File: src/hw/rtl/tmb_pkg.sv
package tmb_pkg;

    localparam int NUM_SLOTS = 16;
    localparam int SLOT_W    = (NUM_SLOTS > 1) ? $clog2(NUM_SLOTS) : 1;
    localparam int PERIOD_W  = 32;
    localparam int TIME_W    = 64;
    localparam int NSMS_W    = 20;
    localparam int PROD_W    = PERIOD_W + NSMS_W;
    localparam int ENTRY_W   = PERIOD_W + TIME_W;

    localparam logic [NSMS_W-1:0] NS_PER_MS = 20'd1000000;

    typedef enum logic [1:0] {
        OP_START   = 2'd0,
        OP_STOP    = 2'd1,
        OP_PROCESS = 2'd2
    } t_op;

    typedef enum logic [1:0] {
        KIND_STATUS = 2'd0,
        KIND_FIRED  = 2'd1,
        KIND_NONE   = 2'd2
    } t_kind;

    // controller -> datapath
    typedef struct packed {
        logic in_ready;
        logic cap;
        logic stop_clr;
        logic mul_en;
        logic mul_proc;
        logic wr_start;
        logic wr_proc;
        logic rd;
        logic deact;
        logic fire;
        logic idx_inc;
        logic emit_status;
        logic emit_final;
    } t_cmd;

    // datapath -> controller
    typedef struct packed {
        logic       in_valid;
        logic [1:0] in_op;
        logic       in_pzero;
        logic       fired;
        logic       single;
        logic       pend_v;
        logic       out_free;
        logic       idx_last;
    } t_sts;

endpackage

File: src/hw/rtl/tmb_ifs.sv
interface tmb_in_if;
    logic        valid;
    logic        ready;
    logic [1:0]  operation;
    logic [3:0]  slot_id;
    logic [31:0] period_ms;
    logic        single_shot;
    logic [63:0] now_ns;

    modport source (output valid, operation, slot_id, period_ms, single_shot, now_ns,
                    input ready);
    modport sink (input valid, operation, slot_id, period_ms, single_shot, now_ns,
                  output ready);
endinterface

interface tmb_out_if;
    logic       valid;
    logic       ready;
    logic [1:0] kind;
    logic [3:0] fired_slot;
    logic       status;
    logic       was_single_shot;
    logic       last;

    modport source (output valid, kind, fired_slot, status, was_single_shot, last,
                    input ready);
    modport sink (input valid, kind, fired_slot, status, was_single_shot, last,
                  output ready);
endinterface

File: src/hw/rtl/periodic_oneshot_timer_bank_core.sv
// Bank of NUM_SLOTS timer slots, all inactive after reset. Each input item is a start, a stop
// or a process, carrying the current time in ns; an unused code is taken and gives no result.
// Start and stop return one status result; a zero interval is refused with status 1.
// Process walks the slots in turn through the single read port of the slot memory that holds
// interval and deadline: a one-shot slot that fires is made inactive, a periodic slot that
// fires is rearmed (multiply, then rearm write), and the scan waits while results are not
// taken. Fired slots come out in ascending slot order with last on the final one; if none
// fire, a single nothing-fired result is given. A new item is taken while the final result
// still waits.
module periodic_oneshot_timer_bank_core (
    input  logic      i_clk,
    input  logic      i_rst_n,
    tmb_in_if.sink    i_in,
    tmb_out_if.source o_out
);
    import tmb_pkg::*;

    t_cmd cmd;
    t_sts sts;

    tmb_ctrl u_ctrl (
        .i_clk   (i_clk),
        .i_rst_n (i_rst_n),
        .i_sts   (sts),
        .o_cmd   (cmd)
    );

    tmb_dpath u_dpath (
        .i_clk   (i_clk),
        .i_rst_n (i_rst_n),
        .i_cmd   (cmd),
        .o_sts   (sts),
        .i_in    (i_in),
        .o_out   (o_out)
    );

endmodule

File: src/hw/rtl/tmb_ram.sv
module tmb_ram #(
    parameter int WIDTH = 8,
    parameter int DEPTH = 16
) (
    input  logic                                        i_clk,
    input  logic                                        i_we,
    input  logic [((DEPTH > 1) ? $clog2(DEPTH) : 1)-1:0] i_waddr,
    input  logic [WIDTH-1:0]                            i_wdata,
    input  logic                                        i_re,
    input  logic [((DEPTH > 1) ? $clog2(DEPTH) : 1)-1:0] i_raddr,
    output logic [WIDTH-1:0]                            o_rdata
);

    logic [WIDTH-1:0] r_mem [DEPTH];
    logic [WIDTH-1:0] r_rdata;

    always_ff @(posedge i_clk) begin
        if (i_we) begin
            r_mem[i_waddr] <= i_wdata;
        end
        if (i_re) begin
            r_rdata <= r_mem[i_raddr];
        end
    end

    assign o_rdata = r_rdata;

endmodule

File: src/hw/rtl/tmb_ctrl.sv
module tmb_ctrl (
    input  logic          i_clk,
    input  logic          i_rst_n,
    input  tmb_pkg::t_sts i_sts,
    output tmb_pkg::t_cmd o_cmd
);
    import tmb_pkg::*;

    typedef enum logic [8:0] {
        S_IDLE  = 9'b000000001,
        S_MUL   = 9'b000000010,
        S_WR    = 9'b000000100,
        S_STAT  = 9'b000001000,
        S_RD    = 9'b000010000,
        S_CMP   = 9'b000100000,
        S_PMUL  = 9'b001000000,
        S_PWR   = 9'b010000000,
        S_FLUSH = 9'b100000000
    } t_state;

    t_state r_state, n_state;
    t_cmd   cmd;

    always_ff @(posedge i_clk) begin
        if (!i_rst_n) begin
            r_state <= S_IDLE;
        end else begin
            r_state <= n_state;
        end
    end

    always_comb begin
        cmd     = '0;
        n_state = r_state;
        case (r_state)
            S_IDLE: begin
                cmd.in_ready = 1'b1;
                if (i_sts.in_valid) begin
                    cmd.cap = 1'b1;
                    case (i_sts.in_op)
                        OP_START: begin
                            n_state = i_sts.in_pzero ? S_STAT : S_MUL;
                        end
                        OP_STOP: begin
                            cmd.stop_clr = 1'b1;
                            n_state      = S_STAT;
                        end
                        OP_PROCESS: begin
                            n_state = S_RD;
                        end
                        default: begin
                            n_state = S_IDLE;
                        end
                    endcase
                end
            end
            S_MUL: begin
                cmd.mul_en = 1'b1;
                n_state    = S_WR;
            end
            S_WR: begin
                cmd.wr_start = 1'b1;
                n_state      = S_STAT;
            end
            S_STAT: begin
                if (i_sts.out_free) begin
                    cmd.emit_status = 1'b1;
                    n_state         = S_IDLE;
                end
            end
            S_RD: begin
                cmd.rd  = 1'b1;
                n_state = S_CMP;
            end
            S_CMP: begin
                if (!i_sts.fired) begin
                    cmd.idx_inc = !i_sts.idx_last;
                    n_state     = i_sts.idx_last ? S_FLUSH : S_RD;
                // a pending result must leave before the new one takes its place
                end else if (!i_sts.pend_v || i_sts.out_free) begin
                    cmd.fire = 1'b1;
                    if (i_sts.single) begin
                        cmd.deact   = 1'b1;
                        cmd.idx_inc = !i_sts.idx_last;
                        n_state     = i_sts.idx_last ? S_FLUSH : S_RD;
                    end else begin
                        n_state = S_PMUL;
                    end
                end
            end
            S_PMUL: begin
                cmd.mul_en   = 1'b1;
                cmd.mul_proc = 1'b1;
                n_state      = S_PWR;
            end
            S_PWR: begin
                cmd.wr_proc = 1'b1;
                cmd.idx_inc = !i_sts.idx_last;
                n_state     = i_sts.idx_last ? S_FLUSH : S_RD;
            end
            S_FLUSH: begin
                if (i_sts.out_free) begin
                    cmd.emit_final = 1'b1;
                    n_state        = S_IDLE;
                end
            end
            default: begin
                n_state = S_IDLE;
            end
        endcase
    end

    assign o_cmd = cmd;

endmodule

File: src/hw/rtl/tmb_dpath.sv
module tmb_dpath (
    input  logic          i_clk,
    input  logic          i_rst_n,
    input  tmb_pkg::t_cmd i_cmd,
    output tmb_pkg::t_sts o_sts,
    tmb_in_if.sink        i_in,
    tmb_out_if.source     o_out
);
    import tmb_pkg::*;

    // captured item
    logic [1:0]          r_op;
    logic [3:0]          r_slot;
    logic [PERIOD_W-1:0] r_period;
    logic                r_oneshot;
    logic [TIME_W-1:0]   r_now;

    logic [SLOT_W-1:0]    r_idx;
    logic [PROD_W-1:0]    r_prod;
    logic [NUM_SLOTS-1:0] r_active;
    logic [NUM_SLOTS-1:0] r_single;

    // one fired slot held back until it is known whether it is the final one
    logic              r_pend_v;
    logic [SLOT_W-1:0] r_pend_slot;
    logic              r_pend_ss;

    logic       r_out_valid;
    logic [1:0] r_out_kind;
    logic [3:0] r_out_slot;
    logic       r_out_status;
    logic       r_out_ss;
    logic       r_out_last;

    logic [ENTRY_W-1:0]  rd_entry;
    logic [ENTRY_W-1:0]  wr_entry;
    logic [PERIOD_W-1:0] rd_period;
    logic [TIME_W-1:0]   rd_deadline;
    logic [PERIOD_W-1:0] mul_a;
    logic [SLOT_W-1:0]   in_sidx;
    logic [SLOT_W-1:0]   st_sidx;
    logic                in_range;
    logic                st_range;
    logic                ram_we;
    logic [SLOT_W-1:0]   ram_waddr;
    logic                out_free;
    logic                fired;

    assign in_sidx  = SLOT_W'(i_in.slot_id);
    assign st_sidx  = SLOT_W'(r_slot);
    assign in_range = (32'(i_in.slot_id) < NUM_SLOTS);
    assign st_range = (32'(r_slot) < NUM_SLOTS);

    assign rd_period   = rd_entry[ENTRY_W-1:TIME_W];
    assign rd_deadline = rd_entry[TIME_W-1:0];
    assign mul_a       = i_cmd.mul_proc ? rd_period : r_period;
    assign wr_entry    = {(i_cmd.wr_proc ? rd_period : r_period),
                          r_now + TIME_W'(r_prod)};
    assign ram_we      = i_cmd.wr_proc || (i_cmd.wr_start && st_range);
    assign ram_waddr   = i_cmd.wr_proc ? r_idx : st_sidx;

    tmb_ram #(
        .WIDTH (ENTRY_W),
        .DEPTH (NUM_SLOTS)
    ) u_ram (
        .i_clk   (i_clk),
        .i_we    (ram_we),
        .i_waddr (ram_waddr),
        .i_wdata (wr_entry),
        .i_re    (i_cmd.rd),
        .i_raddr (r_idx),
        .o_rdata (rd_entry)
    );

    assign fired    = r_active[r_idx] && (r_now >= rd_deadline);
    assign out_free = !r_out_valid || o_out.ready;

    always_ff @(posedge i_clk) begin
        if (i_cmd.cap) begin
            r_op      <= i_in.operation;
            r_slot    <= i_in.slot_id;
            r_period  <= i_in.period_ms;
            r_oneshot <= i_in.single_shot;
            r_now     <= i_in.now_ns;
        end
        if (i_cmd.mul_en) begin
            r_prod <= PROD_W'(mul_a) * PROD_W'(NS_PER_MS);
        end
        if (i_cmd.fire) begin
            r_pend_slot <= r_idx;
            r_pend_ss   <= r_single[r_idx];
        end
    end

    always_ff @(posedge i_clk) begin
        if (!i_rst_n) begin
            r_idx    <= '0;
            r_active <= '0;
            r_single <= '0;
            r_pend_v <= 1'b0;
        end else begin
            if (i_cmd.cap) begin
                r_idx <= '0;
            end else if (i_cmd.idx_inc) begin
                r_idx <= r_idx + SLOT_W'(1);
            end
            if (i_cmd.stop_clr && in_range) begin
                r_active[in_sidx] <= 1'b0;
            end
            if (i_cmd.wr_start && st_range) begin
                r_active[st_sidx] <= 1'b1;
                r_single[st_sidx] <= r_oneshot;
            end
            if (i_cmd.deact) begin
                r_active[r_idx] <= 1'b0;
            end
            if (i_cmd.fire) begin
                r_pend_v <= 1'b1;
            end else if (i_cmd.emit_final) begin
                r_pend_v <= 1'b0;
            end
        end
    end

    // output register
    always_ff @(posedge i_clk) begin
        if (!i_rst_n) begin
            r_out_valid <= 1'b0;
        end else if (i_cmd.emit_status || i_cmd.emit_final || (i_cmd.fire && r_pend_v)) begin
            r_out_valid <= 1'b1;
        end else if (o_out.ready) begin
            r_out_valid <= 1'b0;
        end
    end

    always_ff @(posedge i_clk) begin
        if (i_cmd.emit_status) begin
            r_out_kind   <= KIND_STATUS;
            r_out_slot   <= r_slot;
            r_out_status <= (r_op == OP_START) && (r_period == '0);
            r_out_ss     <= 1'b0;
            r_out_last   <= 1'b1;
        end else if (i_cmd.fire && r_pend_v) begin
            r_out_kind   <= KIND_FIRED;
            r_out_slot   <= 4'(r_pend_slot);
            r_out_status <= 1'b0;
            r_out_ss     <= r_pend_ss;
            r_out_last   <= 1'b0;
        end else if (i_cmd.emit_final) begin
            r_out_kind   <= r_pend_v ? KIND_FIRED : KIND_NONE;
            r_out_slot   <= r_pend_v ? 4'(r_pend_slot) : 4'd0;
            r_out_status <= 1'b0;
            r_out_ss     <= r_pend_v && r_pend_ss;
            r_out_last   <= 1'b1;
        end
    end

    assign i_in.ready            = i_cmd.in_ready;
    assign o_out.valid           = r_out_valid;
    assign o_out.kind            = r_out_kind;
    assign o_out.fired_slot      = r_out_slot;
    assign o_out.status          = r_out_status;
    assign o_out.was_single_shot = r_out_ss;
    assign o_out.last            = r_out_last;

    assign o_sts.in_valid = i_in.valid;
    assign o_sts.in_op    = i_in.operation;
    assign o_sts.in_pzero = (i_in.period_ms == '0);
    assign o_sts.fired    = fired;
    assign o_sts.single   = r_single[r_idx];
    assign o_sts.pend_v   = r_pend_v;
    assign o_sts.out_free = out_free;
    assign o_sts.idx_last = (r_idx == SLOT_W'(NUM_SLOTS - 1));

endmodule

File: src/flat_wrapper.sv
// flat-port wrapper written by rule: the top's interface ports become plain ports
module periodic_oneshot_timer_bank_core_flat import tmb_pkg::*;
  (i_clk, i_rst_n, i_in_valid, i_in_operation, i_in_slot_id, i_in_period_ms, i_in_single_shot, i_in_now_ns, i_in_ready, o_out_valid, o_out_kind, o_out_fired_slot, o_out_status, o_out_was_single_shot, o_out_last, o_out_ready);
  tmb_in_if i_in_i ();
  tmb_out_if o_out_i ();
  input  logic i_clk;
  input  logic i_rst_n;
  input wire logic [$bits(i_in_i.valid)-1:0] i_in_valid;
  input wire logic [$bits(i_in_i.operation)-1:0] i_in_operation;
  input wire logic [$bits(i_in_i.slot_id)-1:0] i_in_slot_id;
  input wire logic [$bits(i_in_i.period_ms)-1:0] i_in_period_ms;
  input wire logic [$bits(i_in_i.single_shot)-1:0] i_in_single_shot;
  input wire logic [$bits(i_in_i.now_ns)-1:0] i_in_now_ns;
  output wire logic [$bits(i_in_i.ready)-1:0] i_in_ready;
  output wire logic [$bits(o_out_i.valid)-1:0] o_out_valid;
  output wire logic [$bits(o_out_i.kind)-1:0] o_out_kind;
  output wire logic [$bits(o_out_i.fired_slot)-1:0] o_out_fired_slot;
  output wire logic [$bits(o_out_i.status)-1:0] o_out_status;
  output wire logic [$bits(o_out_i.was_single_shot)-1:0] o_out_was_single_shot;
  output wire logic [$bits(o_out_i.last)-1:0] o_out_last;
  input wire logic [$bits(o_out_i.ready)-1:0] o_out_ready;
  assign i_in_i.valid = i_in_valid;
  assign i_in_i.operation = i_in_operation;
  assign i_in_i.slot_id = i_in_slot_id;
  assign i_in_i.period_ms = i_in_period_ms;
  assign i_in_i.single_shot = i_in_single_shot;
  assign i_in_i.now_ns = i_in_now_ns;
  assign i_in_ready = i_in_i.ready;
  assign o_out_valid = o_out_i.valid;
  assign o_out_kind = o_out_i.kind;
  assign o_out_fired_slot = o_out_i.fired_slot;
  assign o_out_status = o_out_i.status;
  assign o_out_was_single_shot = o_out_i.was_single_shot;
  assign o_out_last = o_out_i.last;
  assign o_out_i.ready = o_out_ready;
  periodic_oneshot_timer_bank_core u_core (.i_clk(i_clk), .i_rst_n(i_rst_n), .i_in(i_in_i), .o_out(o_out_i));
endmodule
File: config.mk
export PLATFORM = sky130hd
export DESIGN_NAME = periodic_oneshot_timer_bank_core_flat
export DESIGN_NICKNAME = d
export VERILOG_FILES = /design/src/hw/rtl/tmb_pkg.sv /design/src/hw/rtl/tmb_ifs.sv /design/src/hw/rtl/periodic_oneshot_timer_bank_core.sv /design/src/hw/rtl/tmb_ram.sv /design/src/hw/rtl/tmb_ctrl.sv /design/src/hw/rtl/tmb_dpath.sv /design/src/flat_wrapper.sv
export SDC_FILE = /design/constraint.sdc
export NUM_CORES = 2
export LEC_CHECK = 0
export ABC_AREA = 1
export ABC_CLOCK_PERIOD_IN_PS = 10500
export BUFFER_PORTS_ARGS = -buffer_cell sky130_fd_sc_hd__buf_2
export CAP_MARGIN = 5
export CORE_AREA = 2 2 448 450
export DETAILED_ROUTE_END_ITERATION = 8
export DIE_AREA = 0 0 450 452
export PLACE_DENSITY = 0.62
export SYNTH_ARGS = -nofsm -noshare
export SYNTH_HDL_FRONTEND = slang
export SYNTH_HIERARCHICAL = 1
export SYNTH_SLANG_ARGS = --single-unit
File: constraint.sdc
create_clock -name i_clk -period 10.5 [get_ports i_clk]
set_input_delay 1.05 -clock i_clk [delete_from_list [all_inputs] [get_ports i_clk]]
set_output_delay 1.05 -clock i_clk [all_outputs]
set_load 0.03 [all_outputs]
# [After elaboration in Yosys (flattened, before gate mapping)]
# Memory sizes are Yosys's and may differ from the RTL's. A register that Yosys moved wholly into a read port is not among the register bits.
# Cells that the tools add are included.
[classes] n_addsub=2 n_bitwise=6 n_eq_ne=15 mul=1 muxes=65 magnitude_cmp=7 n_reduce_logical=28
[op_table] op="two-way mux 16 bit" n=5
[op_table] op="one-hot mux 9 bit (8 select lines)" n=1
[op_table] op="adder 64 x 52 -> 64 bit" n=1
[op_table] op=">= comparator 64 bit" n=1
[op_table] op="zero test 32 bit" n=2
[op_table] op="two-way mux 32 bit" n=2
[op_table] op="two-way mux 9 bit" n=6
[op_table] op="multiplier 32 x 14 -> 46 bit, second input constant" n=1
[op_table] op="bitwise AND 16 bit" n=2
[op_table] op="NOT 16 bit" n=2
[op_table] op="two-way mux 1 bit" n=31
[op_table] op="two-way mux 4 bit" n=6
[op_table] op="bitwise mux 16 bit" n=1
[op_table] op="OR 16 bit" n=1
[op_table] op="< comparator 4 x 5 -> 1 bit, second input constant" n=3
[op_table] op="one-hot mux 5 bit (3 select lines)" n=1
[op_table] op="demux 1 bit (select 4 bit)" n=3
[op_table] op=">= comparator 4 x 1 -> 1 bit, second input constant" n=3
[op_table] op="== test 9 x 1 -> 1 bit, second input constant" n=1
[op_table] op="== test 9 x 2 -> 1 bit, second input constant" n=1
[op_table] op="== test 9 x 3 -> 1 bit, second input constant" n=1
[op_table] op="== test 9 x 4 -> 1 bit, second input constant" n=1
[op_table] op="== test 9 x 5 -> 1 bit, second input constant" n=1
[op_table] op="== test 9 x 6 -> 1 bit, second input constant" n=1
[op_table] op="other kinds (23)" n=46
[word_totals] elab_cells=145 reg_bits=210 ram_bits=1536 out_inout_bits=11 n_memories=1
[memory_table] memory="u_core.u_dpath.u_ram.r_mem" words=16 width=96 rd=1 rd_clocked_by_memory_dff=1 write_ports=1 line_no="tmb_ram.sv:14" source="logic [WIDTH-1:0] r_mem [DEPTH];"

# [Longest topological paths before layout]
[logic_depth] ltp_word=13 mapped_depth=33 depth_no_buf=31

# [Cells and area by module]
# Netlist, hierarchy kept.
[modules_own_cells] mod="tmb_ram" n_inst=1 seq_area_each_um2=49007.0 cells_each=6302 area_per_inst_um2=68669.6
[modules_own_cells] mod="tmb_dpath" n_inst=1 seq_area_each_um2=5615.4 cells_each=2815 area_per_inst_um2=21430.6
[modules_own_cells] mod="tmb_ctrl" n_inst=1 seq_area_each_um2=180.2 cells_each=128 area_per_inst_um2=775.7

# [Worst setup path after synthesis]
# Ideal clock, no wire load.
[synth_path] kind="flip-flop to flip-flop" from="register u_core.u_ctrl.r_state[0]" to="memory u_core/u_dpath/u_ram/r_mem[4][0] in the netlist's numbering, enable pin" t_required_ns=9.948 setup_time_ns=0.552 period_less_slack_ns=6.287 setup_slack_ns=4.213 arrival_time_ns=5.735 path_buffers=2 stages_incl_launch_ff=9 cell_sequence="dfxtp_1 nor2_1 nand3_1 nor2_1 clkbuf_1 clkbuf_1 o21ai_0 nand3b_1 nor2_1"
[synth_lines] element="from (decl)" line_no="tmb_ctrl.sv:21" source="t_state r_state, n_state;"
[synth_lines] element="from (signal assigned)" line_no="tmb_ctrl.sv:28" source="r_state <= n_state;"
[synth_lines] element="to (decl)" line_no="tmb_ram.sv:14"

==> results.txt <==
----------------------------------------------------
[Status]
  Status ... finished, final reports clean

[Logic synthesis]
  Synth Cell Area ... between 90000 and 100000 um2
  Combinational family with the most area after synthesis ... simple AND/OR/NAND/NOR gates
  Syn. warnings ... 6
  Number of cells produced by synthesis ... slightly above 9k
  Fraction of the mapped netlist area in adder cells ... 0.0667
  XOR/XNOR share of the synthesized area ... 0.00588
  Share of synthesized area spent on multiplexers ... 0
  Simple-gate share of the synthesized area ... 0.205
  Sequential cell area fraction in the yosys report ... 0.603
  Area fraction in compound gates after synthesis ... 0.0246
  Mean post-synth cell area ... around 9.8 um2
  Post-synth cell types ... 54
  FFs w/ async S/R, synth ... 0
  Number of synthesized flops with an enable pin ... 1791
  Primary flip-flop cell chosen by synthesis mapping ... edfxtp_1
  Register bit total from synthesis ... about 1.8k
  Synthesized netlist net count ... 9755

[Pwr]
  Pwr per Cell Area ... 346 nW/um2
  Share of power burned in the clock network ... 0.193
  Proportion of total power due to net switching ... 0.435
  Combinational share of power ... 0.519
  Switching power summed over all nets ... 15.1 mW
  Internal ... 19.6 mW
  Sequential share of power ... 0.287
  Leakage dissipation ... 43.2 nW
  Maximum vdd drop ... roughly 0.00085 V

[STA]
  Final critical path time including I/O delays and setup ... 7.14 ns
  Unrepaired setup endpoints after global routing ... false
  Worst Tran Pin Value ... 1.33 ns
  Pins Over Slew Limit ... 0
  Setup violation total in the final timing report ... 0
  Crit share post-route ... 0.680
  Highest achievable clock rate ... 140 MHz
  Worst slew margin relative to its limit ... 0.109
  Final Hold Vio Count ... 0
  Worst Clk Skew ... 0.0366 ns
  Total negative setup slack ... 0 ns

[GRT]
  GRT Resource Usage Total ... 0.255
  Initial antenna violation count ... 3
  First-pass GRT wire length ... 389000 um
  GR Overflow Total ... 0
  Pin count of the biggest net entering global routing ... 202
  Number of global-route vias before repair ... 61.5k

[Clock network]
  Number of buffers added by the clock tree synthesis step ... around 190
  Number of sinks on the clock net ... 1842
  Clock tree from TritonCTS ... done
  Hold-fix buffer count after cts ... 0
  Clock Tree Buf Depth ... 3
  Cell chosen for the clock root ... clkbuf_16
  Setup Buffers After CTS ... 0
  Clock input transition at the sequential cells of the worst setup and hold paths ... 0.06 ns
  Number of gates given a new drive strength after cts ... 0
  H-tree level count ... 4
  Clock network latency to the later pin of the worst-skew pair ... between 0.8 and 0.9 ns

[Worst setup path]
  Critical path endpoint category ... register
  Class of the most critical setup path ... reg -> reg
  Crit Path Max Fanout ... 49
  Required arrival time at the worst endpoint ... 11.09 ns
  Register-to-register setup slack ... about 3.4 ns
  Worst Setup Start Kind ... register
  Library cell appearing most often on the critical path ... nand2_1
  Highest-delay cell along the critical path ... inv_2
  Slowest cell delay on critical path ... 0.57 ns
  Worst Path Arrival ... 7.73 ns

[Finish]
  Non-Filler Instances ... 12.2k
  Sequential cell area ... 54800 um2
  Core Util, Final ... 0.504
  Area of the multi-input gates ... 27600 um2
  Number of nets in the layout ... about 10k
  Synth-to-Final Area Change ... 10.3%
  Fraction of layout instances using a drive strength above 1 ... 0.0650
  Number of filler instances in the final layout ... around 18k

[Die]
  Die footprint ... 203000 um2
  Site row count ... 164
  DIE HEIGHT ... about 450 um
  Starting density of the core ... 0.458
  Core Box Area ... 199000 um2
  Num ports ... 118
  Chip width ... roughly 450 um

[Job]
  Max_cap viols ... 0

[Routing]
  Detailed-router iteration count before antenna repair ... 6
  Antenna Violating Nets Remaining ... 0
  Starting DRC count in detailed routing ... 6644
  Detailed-route via count ... about 64k
  DR vias/cell ... ~5.2
  DRC Markers ... 0
  Total wirelength of the detailed-routed design ... approximately 260000 um
  Average wire per standard cell ... roughly 22 um

[Placed design]
  Gp weighted congestion ... 0.930
  Number of input and output port buffers inserted ... 117
  Cell total after placement ... between 10k and 15k
  HPWL Detailed ... 153000 um

[Worst hold path]
  Class of the tightest hold or removal check ... in -> reg

----------------------------------------------------
## registers in the layout, indices dropped and copies added (netlist names), 9 cells and up
signal                        flops
u_core/u_ctrl/r_state             9
u_core/u_dpath/r_active          16
u_core/u_dpath/r_now             64
u_core/u_dpath/r_period          32
u_core/u_dpath/r_prod            46
u_core/u_dpath/r_single          16
u_core/u_dpath/u_ram/o_rdata     96
u_core/u_dpath/u_ram/r_mem     1536
## power groups by stage
| stage | sequential [mW] | clock, mW | combinational [mW] |
|---|---|---|---|
| finish | 9.95 | 6.69 | 18.0 |
| CTS | 9.95 | 6.80 | 18.2 |
| global placement | 10.1 | 0 | 18.1 |
| global route | 9.95 | 7.09 | 20.6 |
| floorplan | 9.93 | 0 | 12.6 |
| detailed placement | 10.1 | 0 | 18.1 |
## metal layers
layer  routed length [um]  up-vias  part of all wire  global-route usage
li1                     -    30055                 -                   -
met1               109000    30635              0.41               0.343
met2               125000     2474              0.48               0.424
met3                18300      456             0.070              0.0332
met4                 9980        0             0.038              0.0952
met5                    0        -                 0                   0
## placed cells by master (no fill, tap or decap), types with 33 or more instances in the layout
master	count
nor2_1	284
edfxtp_1	1791
ha_1	267
clkbuf_16	201
inv_1	1739
nand2_1	2694
nor3_1	33
buf_2	117
clkbuf_1	51
buf_4	116
clkinv_2	34
a21oi_1	180
xor2_1	46
nand4_1	38
dfxtp_1	47
clkinv_1	40
nand3_1	1265
fa_1	136
o21ai_0	182
## layout make-up
class,count,share of cell area
clock inverter,105,0.00898
timing repair buffer,243,0.0165
tap,2656,0.0332
clock buffer,256,0.0527
inverter,1750,0.0659
sequential,1842,0.547
multi-input combinational,5301,0.276
antenna,1,0.0000250
## worst paths after layout
kind	startpoint	to	cells after the start
min	i_in_single_shot	u_core/u_dpath/r_oneshot	1
min reg2reg	u_core/u_dpath/r_single[0]	u_core/u_dpath/r_single[0]	2
max reg2reg	u_core/u_ctrl/r_state[0]	u_core/u_dpath/r_prod[41]	28
max	u_core/u_ctrl/r_state[0]	u_core/u_dpath/r_prod[41]	28
## through the flow
stage / power [mW] / cell area [um2] / hold slack, ns / setup slack, ns
finish: 34.6 / 100000 / 0.377 / 3.36
CTS: 35.0 / 100000 / 0.299 / 3.31
detailed placement: 28.2 / 94000 / 0.450 / 3.36
global placement: 28.2 / 94000 / 0.447 / 3.41
floorplan: 22.5 / 90900 / 0.430 / 4.21
global route: 37.6 / 100000 / 0.331 / 2.82
## cells in the mapped netlist (10+ instances only)
library cell	count	area, um2
nand4_1	38	238
buf_6	58	653
clkbuf_1	102	383
inv_1	1742	6540
fa_1	136	2720
buf_4	26	195
nor3_1	33	165
nand2_2	21	131
edfxtp_1	1791	53800
nand2_1	2694	10100
a21oi_1	180	901
nand3_1	1265	6330
buf_2	142	711
nor4_1	14	87.6
ha_1	267	3340
o21bai_1	10	75.1
dfxtp_1	51	1020
o21ai_0	185	926
nor2_1	302	1130
nor2_2	13	81.3
buf_1	24	90.1
xnor2_1	15	131
xor2_1	46	403
## cell families (layout without fill, tap and decap cells)
group | Yosys count | in the layout
buffers and inverters | 2102 | 2354
AND/OR/NAND/NOR | 4418 | 4418
other | 0 | 1
flip-flops | 1842 | 1842
XOR/XNOR | 61 | 61
AO/OA/AOI/OAI | 419 | 419
adder cells (fa/ha/maj) | 403 | 403
## worst max-delay path: cells and delay by family (launching register included)
family | cells | cell delay, ns
adder cells (fa/ha/maj) | 7 | 3.00
buffers and inverters | 6 | 1.34
AND/OR/NAND/NOR | 13 | 1.60
flip-flops | 1 | 0.33
AO/OA/AOI/OAI | 2 | 0.57
(Power assumes the default switching activity.)
